==> src/hw/rtl/qshp_pkg.sv <==
`default_nettype none
package qshp_pkg;
   localparam int MaxItems  = 64;
   localparam int DataWidth = 32;
   localparam int IdxW      = $clog2(MaxItems);
   localparam int CntW      = $clog2(MaxItems + 1);
   localparam int StackDepth = MaxItems;
   localparam int SpW       = $clog2(StackDepth + 1);
   localparam int QDepth    = 2;

   typedef struct packed {
      logic [DataWidth-1:0] value;
      logic                 is_last;
   } item_type;

   typedef enum logic [3:0] {
      ST_LOAD, ST_POP, ST_PIV, ST_SCAN_I, ST_SCAN_J, ST_SWAP_A, ST_SWAP_B,
      ST_PUSH, ST_EMIT_RD, ST_EMIT_WAIT, ST_EMIT
   } state_type;

   function automatic logic lt_signed(input logic [DataWidth-1:0] a,
                                      input logic [DataWidth-1:0] b);
      lt_signed = $signed(a) < $signed(b);
   endfunction
endpackage
`default_nettype wire

==> src/hw/rtl/qshp_ram.sv <==
`default_nettype none
module qshp_ram #(
   parameter int Width = 32,
   parameter int Depth = 64
) (
   input  wire logic                     clock,
   input  wire logic                     wr_en,
   input  wire logic [$clog2(Depth)-1:0] wr_addr,
   input  wire logic [Width-1:0]         wr_data,
   input  wire logic [$clog2(Depth)-1:0] rd_addr,
   output logic      [Width-1:0]         rd_data
);
   logic [Width-1:0] mem_ff [Depth];
   always_ff @(posedge clock) begin
      if (wr_en) mem_ff[wr_addr] <= wr_data;
      rd_data <= mem_ff[rd_addr];
   end
endmodule
`default_nettype wire

==> src/hw/rtl/qshp_front.sv <==
`default_nettype none
module qshp_front import qshp_pkg::*; (
   input  wire logic                 clock,
   input  wire logic                 reset,
   input  wire logic                 req_valid,
   output logic                      req_stall,
   input  wire logic [31:0]          req_value,
   input  wire logic                 req_is_last,
   output logic                      q_valid,
   output item_type                  q_item,
   input  wire logic                 q_pop
);
   item_type                   slot_ff [QDepth];
   logic [$clog2(QDepth)-1:0]  wp_ff, rp_ff;
   logic [$clog2(QDepth):0]    cnt_ff;
   logic                       push;

   assign req_stall = (cnt_ff == ($clog2(QDepth)+1)'(QDepth));
   assign push      = req_valid && !req_stall;
   assign q_valid   = (cnt_ff != '0);
   assign q_item    = slot_ff[rp_ff];

   always_ff @(posedge clock) begin
      if (push) slot_ff[wp_ff] <= '{value: req_value[DataWidth-1:0], is_last: req_is_last};
      if (reset) begin
         wp_ff <= '0; rp_ff <= '0; cnt_ff <= '0;
      end else begin
         if (push) wp_ff <= wp_ff + 1'b1;
         if (q_pop) rp_ff <= rp_ff + 1'b1;
         cnt_ff <= cnt_ff + ($clog2(QDepth)+1)'(push) - ($clog2(QDepth)+1)'(q_pop);
      end
   end
endmodule
`default_nettype wire

==> src/hw/rtl/qshp_back.sv <==
`default_nettype none
module qshp_back import qshp_pkg::*; (
   input  wire logic        clock,
   input  wire logic        reset,
   input  wire logic        q_valid,
   input  item_type         q_item,
   output logic             q_pop,
   output logic             rsp_valid,
   input  wire logic        rsp_stall,
   output logic [31:0]      rsp_sorted_value,
   output logic             rsp_is_last_out,
   output logic             rsp_overflow
);
   state_type state_ff, state_in;
   logic [CntW-1:0]  count_ff, count_in;
   logic             ovf_ff, ovf_in;
   logic [SpW-1:0]   sp_ff, sp_in;
   logic [IdxW-1:0]  lo_ff, lo_in, hi_ff, hi_in;
   logic [IdxW+1:0]  si_ff, si_in, sj_ff, sj_in;
   logic [DataWidth-1:0] piv_ff, piv_in, a_ff, a_in;
   logic [IdxW-1:0]  k_ff, k_in;
   logic             ov_ff, ov_in;
   logic [DataWidth-1:0] ov_val_ff, ov_val_in;
   logic             ov_last_ff, ov_last_in, ov_ovf_ff, ov_ovf_in;
   logic [1:0]       pcnt_ff, pcnt_in;

   logic                 m_we;
   logic [IdxW-1:0]      m_wa, m_ra;
   logic [DataWidth-1:0] m_wd, m_rd;
   logic                 s_we;
   logic [IdxW-1:0]      s_wa, s_ra;
   logic [2*IdxW-1:0]    s_wd, s_rd;

   qshp_ram #(.Width(DataWidth), .Depth(MaxItems)) u_store (
      .clock, .wr_en(m_we), .wr_addr(m_wa), .wr_data(m_wd), .rd_addr(m_ra), .rd_data(m_rd));
   qshp_ram #(.Width(2*IdxW), .Depth(StackDepth)) u_stack (
      .clock, .wr_en(s_we), .wr_addr(s_wa), .wr_data(s_wd), .rd_addr(s_ra), .rd_data(s_rd));

   logic [IdxW+1:0] lo_x, hi_x, i_x, j_x;
   logic [IdxW-1:0] jj, ii;
   logic            push_l, push_r, larger_left;
   logic            ov_free;
   always_comb begin
      lo_x = (IdxW+2)'(lo_ff);
      hi_x = (IdxW+2)'(hi_ff);
      i_x  = si_ff;
      j_x  = ($signed(sj_ff) > $signed(lo_x)) ? sj_ff : lo_x;
      ii   = i_x[IdxW-1:0];
      jj   = j_x[IdxW-1:0];
      push_l = $signed(lo_x) < $signed(j_x);
      push_r = $signed(i_x) < $signed(hi_x);
      larger_left = (j_x - lo_x) > (hi_x - i_x);
      ov_free = !ov_ff || !rsp_stall;
   end

   always_comb begin
      state_in = state_ff;
      unique case (state_ff)
         ST_LOAD:   if (q_valid && q_item.is_last)
                       state_in = (count_in < CntW'(2)) ? ST_EMIT_RD : ST_POP;
         ST_POP:    if (sp_ff == '0) state_in = ST_EMIT_RD;
                    else if (pcnt_ff == 2'd2) state_in = ST_PIV;
         ST_PIV:    if (pcnt_ff == 2'd1) state_in = ST_SCAN_I;
         ST_SCAN_I: if (pcnt_ff == 2'd1 && !lt_signed(m_rd, piv_ff)) state_in = ST_SCAN_J;
         ST_SCAN_J: if (pcnt_ff == 2'd1 && !lt_signed(piv_ff, m_rd))
                       state_in = ($signed(si_ff) <= $signed(sj_ff)) ? ST_SWAP_A : ST_PUSH;
         ST_SWAP_A: state_in = ST_SWAP_B;
         ST_SWAP_B: state_in = ($signed(si_ff + 1'b1) <= $signed(sj_ff - 1'b1))
                               ? ST_SCAN_I : ST_PUSH;
         ST_PUSH:   if (pcnt_ff == 2'd1) state_in = ST_POP;
         ST_EMIT_RD:   state_in = (count_ff == '0) ? ST_LOAD : ST_EMIT_WAIT;
         ST_EMIT_WAIT: state_in = ST_EMIT;
         ST_EMIT:   if (ov_free)
                       state_in = (CntW'(k_ff) + 1'b1 == count_ff) ? ST_LOAD : ST_EMIT_WAIT;
         default:   state_in = ST_LOAD;
      endcase
   end

   always_comb begin
      count_in = count_ff; ovf_in = ovf_ff; sp_in = sp_ff;
      lo_in = lo_ff; hi_in = hi_ff; si_in = si_ff; sj_in = sj_ff;
      piv_in = piv_ff; a_in = a_ff; k_in = k_ff;
      ov_in = ov_ff && rsp_stall; ov_val_in = ov_val_ff;
      ov_last_in = ov_last_ff; ov_ovf_in = ov_ovf_ff; pcnt_in = 2'd0;
      q_pop = 1'b0; m_we = 1'b0; m_wa = '0; m_wd = '0; m_ra = '0;
      s_we = 1'b0; s_wa = '0; s_wd = '0; s_ra = '0;
      unique case (state_ff)
         ST_LOAD: begin
            if (q_valid) begin
               q_pop = 1'b1;
               if (count_ff < CntW'(MaxItems)) begin
                  m_we = 1'b1; m_wa = count_ff[IdxW-1:0];
                  m_wd = q_item.value; count_in = count_ff + 1'b1;
               end else ovf_in = 1'b1;
               if (q_item.is_last) begin
                  k_in = '0;
                  s_we = 1'b1; s_wa = '0;
                  s_wd = {IdxW'(0), IdxW'(count_in - 1'b1)};
                  sp_in = SpW'(1);
               end
            end
         end
         ST_POP: begin
            s_ra = IdxW'(sp_ff - 1'b1);
            pcnt_in = pcnt_ff + 1'b1;
            if (pcnt_ff == 2'd2) begin
               sp_in = sp_ff - 1'b1;
               lo_in = s_rd[2*IdxW-1:IdxW]; hi_in = s_rd[IdxW-1:0];
               si_in = (IdxW+2)'(s_rd[2*IdxW-1:IdxW]);
               sj_in = (IdxW+2)'(s_rd[IdxW-1:0]);
               pcnt_in = 2'd0;
            end
         end
         ST_PIV: begin
            m_ra = IdxW'(({1'b0, lo_ff} + {1'b0, hi_ff}) >> 1);
            pcnt_in = pcnt_ff + 1'b1;
            if (pcnt_ff == 2'd1) begin piv_in = m_rd; pcnt_in = 2'd0; end
         end
         ST_SCAN_I: begin
            m_ra = si_ff[IdxW-1:0];
            pcnt_in = 2'd1;
            if (pcnt_ff == 2'd1) begin
               if (lt_signed(m_rd, piv_ff)) begin
                  si_in = si_ff + 1'b1; pcnt_in = 2'd0;
               end else begin a_in = m_rd; pcnt_in = 2'd0; end
            end
         end
         ST_SCAN_J: begin
            m_ra = sj_ff[IdxW-1:0];
            pcnt_in = 2'd1;
            if (pcnt_ff == 2'd1) begin
               pcnt_in = 2'd0;
               if (lt_signed(piv_ff, m_rd)) sj_in = sj_ff - 1'b1;
               else piv_in = piv_ff;
            end
         end
         ST_SWAP_A: begin
            m_ra = sj_ff[IdxW-1:0];
            m_we = 1'b1; m_wa = sj_ff[IdxW-1:0]; m_wd = a_ff;
            a_in = m_rd;
         end
         ST_SWAP_B: begin
            m_we = 1'b1; m_wa = si_ff[IdxW-1:0]; m_wd = a_ff;
            si_in = si_ff + 1'b1; sj_in = sj_ff - 1'b1;
         end
         ST_PUSH: begin
            pcnt_in = pcnt_ff + 1'b1;
            if ((pcnt_ff == 2'd0) == larger_left) begin
               if (push_l && sp_ff < SpW'(StackDepth)) begin
                  s_we = 1'b1; s_wa = IdxW'(sp_ff); s_wd = {lo_ff, jj};
                  sp_in = sp_ff + 1'b1;
               end
            end else if (push_r && sp_ff < SpW'(StackDepth)) begin
               s_we = 1'b1; s_wa = IdxW'(sp_ff); s_wd = {ii, hi_ff};
               sp_in = sp_ff + 1'b1;
            end
            if (pcnt_ff == 2'd1) pcnt_in = 2'd0;
         end
         ST_EMIT_RD: begin
            k_in = '0;
            if (count_ff == '0) ovf_in = 1'b0;
         end
         ST_EMIT_WAIT: m_ra = k_ff;
         ST_EMIT: begin
            m_ra = k_ff;
            if (ov_free) begin
               ov_in = 1'b1; ov_val_in = m_rd;
               ov_last_in = (CntW'(k_ff) + 1'b1 == count_ff);
               ov_ovf_in = ovf_ff;
               k_in = k_ff + 1'b1;
               if (ov_last_in) begin count_in = '0; ovf_in = 1'b0; sp_in = '0; end
            end
         end
         default: ;
      endcase
   end

   always_ff @(posedge clock) begin
      lo_ff <= lo_in; hi_ff <= hi_in; si_ff <= si_in; sj_ff <= sj_in;
      piv_ff <= piv_in; a_ff <= a_in; k_ff <= k_in;
      ov_val_ff <= ov_val_in; ov_last_ff <= ov_last_in; ov_ovf_ff <= ov_ovf_in;
      if (reset) begin
         state_ff <= ST_LOAD; count_ff <= '0; ovf_ff <= 1'b0; sp_ff <= '0;
         ov_ff <= 1'b0; pcnt_ff <= '0;
      end else begin
         state_ff <= state_in; count_ff <= count_in; ovf_ff <= ovf_in; sp_ff <= sp_in;
         ov_ff <= ov_in; pcnt_ff <= pcnt_in;
      end
   end

   assign rsp_valid        = ov_ff;
   assign rsp_sorted_value = 32'($signed(ov_val_ff));
   assign rsp_is_last_out  = ov_last_ff;
   assign rsp_overflow     = ov_ovf_ff;
endmodule
`default_nettype wire

==> src/hw/rtl/quicksort_hoare_partition_unit.sv <==
// Loading: one item per cycle through a two-entry queue into the item store
// while the queue is not full. Sort: iterative Hoare partition, each step
// waiting on the single read port of the item store.
// Output: sorted values leave the registered output stage, held while stalled.
// Reset (synchronous, active high) empties the set, stack and queue.
`default_nettype none
module quicksort_hoare_partition_unit import qshp_pkg::*; (
   input  wire logic        clock,
   input  wire logic        reset,
   input  wire logic        req_valid,
   output logic             req_stall,
   input  wire logic [31:0] req_value,
   input  wire logic        req_is_last,
   output logic             rsp_valid,
   input  wire logic        rsp_stall,
   output logic [31:0]      rsp_sorted_value,
   output logic             rsp_is_last_out,
   output logic             rsp_overflow
);
   logic     q_valid, q_pop;
   item_type q_item;

   qshp_front u_front (.clock, .reset, .req_valid, .req_stall, .req_value,
      .req_is_last, .q_valid, .q_item, .q_pop);
   qshp_back u_back (.clock, .reset, .q_valid, .q_item, .q_pop, .rsp_valid,
      .rsp_stall, .rsp_sorted_value, .rsp_is_last_out, .rsp_overflow);
endmodule
`default_nettype wire

==> config.mk <==
export PLATFORM = sky130hd
export DESIGN_NAME = quicksort_hoare_partition_unit
export DESIGN_NICKNAME = d
export VERILOG_FILES = /design/src/hw/rtl/qshp_pkg.sv /design/src/hw/rtl/qshp_ram.sv /design/src/hw/rtl/qshp_front.sv /design/src/hw/rtl/qshp_back.sv /design/src/hw/rtl/quicksort_hoare_partition_unit.sv
export SDC_FILE = /design/constraint.sdc
export NUM_CORES = 2
export LEC_CHECK = 0
export ABC_AREA = 1
export BUFFER_PORTS_ARGS = -buffer_cell sky130_fd_sc_hd__buf_2
export CELL_PAD_IN_SITES_DETAIL_PLACEMENT = 1
export CELL_PAD_IN_SITES_GLOBAL_PLACEMENT = 1
export CORE_MARGIN = 3
export CORE_UTILIZATION = 52
export CTS_CLUSTER_SIZE = 16
export DETAILED_ROUTE_END_ITERATION = 8
export PLACE_DENSITY = 0.81
export SLEW_MARGIN = 40
export SYNTH_ARGS = -nofsm -noshare
export SYNTH_HDL_FRONTEND = slang
export SYNTH_SLANG_ARGS = --single-unit
export TNS_END_PERCENT = 20
==> constraint.sdc <==
create_clock -name clock -period 10.7 [get_ports clock]
set_clock_uncertainty 0.1 [all_clocks]
set_input_delay 2.675 -clock clock [delete_from_list [all_inputs] [get_ports clock]]
set_output_delay 2.675 -clock clock [all_outputs]
set_load 0.1 [all_outputs]
==> flow_summary.toml <==
[run_status]
outcome = "completed"

[timing]
setup_viol = 0
max_slew_margin = 0.371
slew_violations = 0
max_clock_freq_mhz = 125
rsz0062_at_grt = "false"
finalSetupTns_ps = 0
hold_viol = 0
post-route-min-period_ps = 8030
period_share = 0.750
worstMarginPinSlew_ps = 943

[floorplanning]
dieWidth_um = 503
dieHeight_um = 503
coreArea_um2 = 244000
initial_core_util = 0.525
rows = 181
die_area_um2 = 253000
io_pins = 73

[global_route]
antenna_found_initial = 23
use_met2 = 0.543
busiest_layer = "met2"
grt_max_degree = 233
grt-ovfl-total = 0
grt_use_total = 0.326
grt_pass1_wl_um = 605000
use_met3 = 0.0585
grt_pass1_vias = 91400
use_met1 = 0.402

[route]
drt_pre_antenna_iters = 6
antenna_left = 0
drt-initial-drc-count = 10800
finalWirelength_um = 417000
drc_errors = 0
vias = 86500
wire_per_inst_um = 30.6
via_per_inst = 6.35

[critical_path]
startpoint = "u_back.lo_ff[1]"
slowest_delay_ps = 820
cp_common_cell = "nand2_1"
crit_required_ps = 11210
start_kind = "flip-flop"
reg2reg_from = "u_back.lo_ff[1]"
path_delay_family = "simple AND/OR/NAND/NOR gates"
cp_max_fo = 12
crit_path_top_delay_cell = "nor2_2"
crit_arrival_ps = 8540
crit_buf_inv = 3
critical_path_class = "reg -> reg"
critPathCaptureType = "flip-flop"

[power]
peakVddDrop_mv = 0.164
power_uw = 34300
leakage_uw = 0.0501
power.density_nw_per_um2 = 238

[synthesis]
synth_cells = 10200
synth_edf_count = 3014
synth_nets = 10300
synth_area_per_cell_um2 = 12.6
ys_dominant_reg_cell = "edfxtp_1"
synth_seq_cells = 3085
ys_seq_area_frac = 0.716
yosysUniqueCellTypes = 50
synthesis.area_um2 = 128000
async_flop_share = 0
synth_warnings = 0

[finish]
drive_gt1_frac = 0.112
final_util = 0.589
synthToLayoutAreaGrowth_pct = 12.1
nNetsFinal = 10300

[placement]
io_buffers = 72
gp_congestion = 0.913
dpl.hpwl_um = 236000

[clock_tree]
clkLatencyLatePin_ps = 990
cts.clk_slew.worst_paths_ps = 60
cts-buffers-inserted = 331
cts-root-buf = "clkbuf_16"
cts_setup_buffers = 0
cts_buffer_depth = 4
cts_tree = "built"
cts_max_level = 5
cts_hold_buf = 0
cts_num_sinks = 3085
cts.repair.resized = 0

[worst_hold_path]
min-delay-start = "u_front.rp_ff"
holdCritPathClass = "reg -> reg"

[run]
max_cap_viol_count = 0
==> stage by stage <==
step           cells  cell area (um2)  worst slack (ps)  hold WS (ps)
3_3_place_gp   13000           133000              2130           329
5_1_grt        13600           144000              1930           325
3_5_place_dp   13000           133000              2400           341
2_1_floorplan  10200           128000              2730           309
4_1_cts        13600           143000              2500           305
6_report       13600           144000              2670           306
==> flip-flops by register name, summed over array words and instances, names as in the netlist, 6 cells and up, named ones only <==
register	flops
u_back.hi_ff	6
u_back.count_ff	7
u_back.sp_ff	7
u_back.a_ff	32
u_front.slot_ff	66
u_back.k_ff	6
u_back.rsp_sorted_value	32
u_back.i_x	8
u_back.u_stack.rd_data	12
u_back.u_store.rd_data	32
u_back.u_stack.mem_ff	768
u_back.lo_ff	6
u_back.piv_ff	32
u_back.u_store.mem_ff	2048
u_back.sj_ff	8
==> synthesized netlist by cell type, types with 71 or more instances <==
library cell,n,area share
a21oi_1,126,0.0049
buf_2,290,0.011
clkbuf_1,274,0.0080
dfxtp_1,71,0.011
edfxtp_1,3014,0.70
ha_1,103,0.010
inv_1,1223,0.036
mux2i_1,115,0.0090
nand2_1,1454,0.043
nand3_1,652,0.025
nor2_1,319,0.0093
o211ai_1,1197,0.070
o21ai_0,419,0.016
o21ai_1,423,0.016
or2_2,189,0.0092
==> worst paths after layout <==
kind,to,slack (ps),depth (start not counted)
worst max register to register,u_back.u_stack.mem_ff[23][4],2670,29
worst min-delay path,flip-flop,310,1
worst min register to register,flip-flop,310,1
worst max-delay path,u_back.u_stack.mem_ff[23][4],2670,29
==> worst register-to-register path, delay by kind of cell (launching register included) <==
kind                     cells  cell delay (ps)
AO/OA/AOI/OAI                9             1770
XOR/XNOR                     1               90
adder cells (fa/ha/maj)      4             1300
buffers and inverters        3              790
flip-flops                   1              440
AND/OR/NAND/NOR             12             3220
==> logic make-up (layout without fill, tap and decap cells) <==
group / after synthesis / after routing / synth area share
other cells: 0 / 10 / 0
flops: 3085 / 3085 / 0.716
fa+ha+maj: 106 / 106 / 0.0105
compound gates: 2295 / 2295 / 0.115
simple gates: 2678 / 2678 / 0.0896
mux: 115 / 115 / 0.00897
buf+inv: 1859 / 2099 / 0.0577
xor+xnor: 28 / 28 / 0.00191
==> cell type report <==
cell class | count | area (um2)
diodes | 10 | 25.0
clock buffers | 399 | 8670
clock inverters | 181 | 1600
fillers | 23600 | 100000
inverters | 1239 | 4680
multi-input cells | 5222 | 30500
flip-flops and latches | 3085 | 91900
well taps | 3202 | 4010
repair buffers | 280 | 2520
==> cell usage in the layout (no fill, tap or decap), drive strengths merged, types with 27 or more instances in the layout <==
cell and n:
nand3 652, o221ai 47, o22ai 27, clkbuf 400, clkinv 145, mux2i 115
dfxtp 71, or2 209, a21oi 126, o21ai 842, inv 1240, nor2 324
buf 279, nand2 1460, edfxtp 3014, o211ai 1197, ha 103
==> power by group <==
group / internal (uW) / switching, uW
Sequential: 15100 / 420
Clock: 6390 / 4760
Combinational: 1680 / 5940
Total: 23100 / 11100
==> per-layer routing <==
metal,vias up,wire [um]
met1,43900,153000
met2,4646,204000
met3,1157,35200
li1,36800,-
met4,12,25200
met5,-,74
Power figures use the tool's default switching activity.
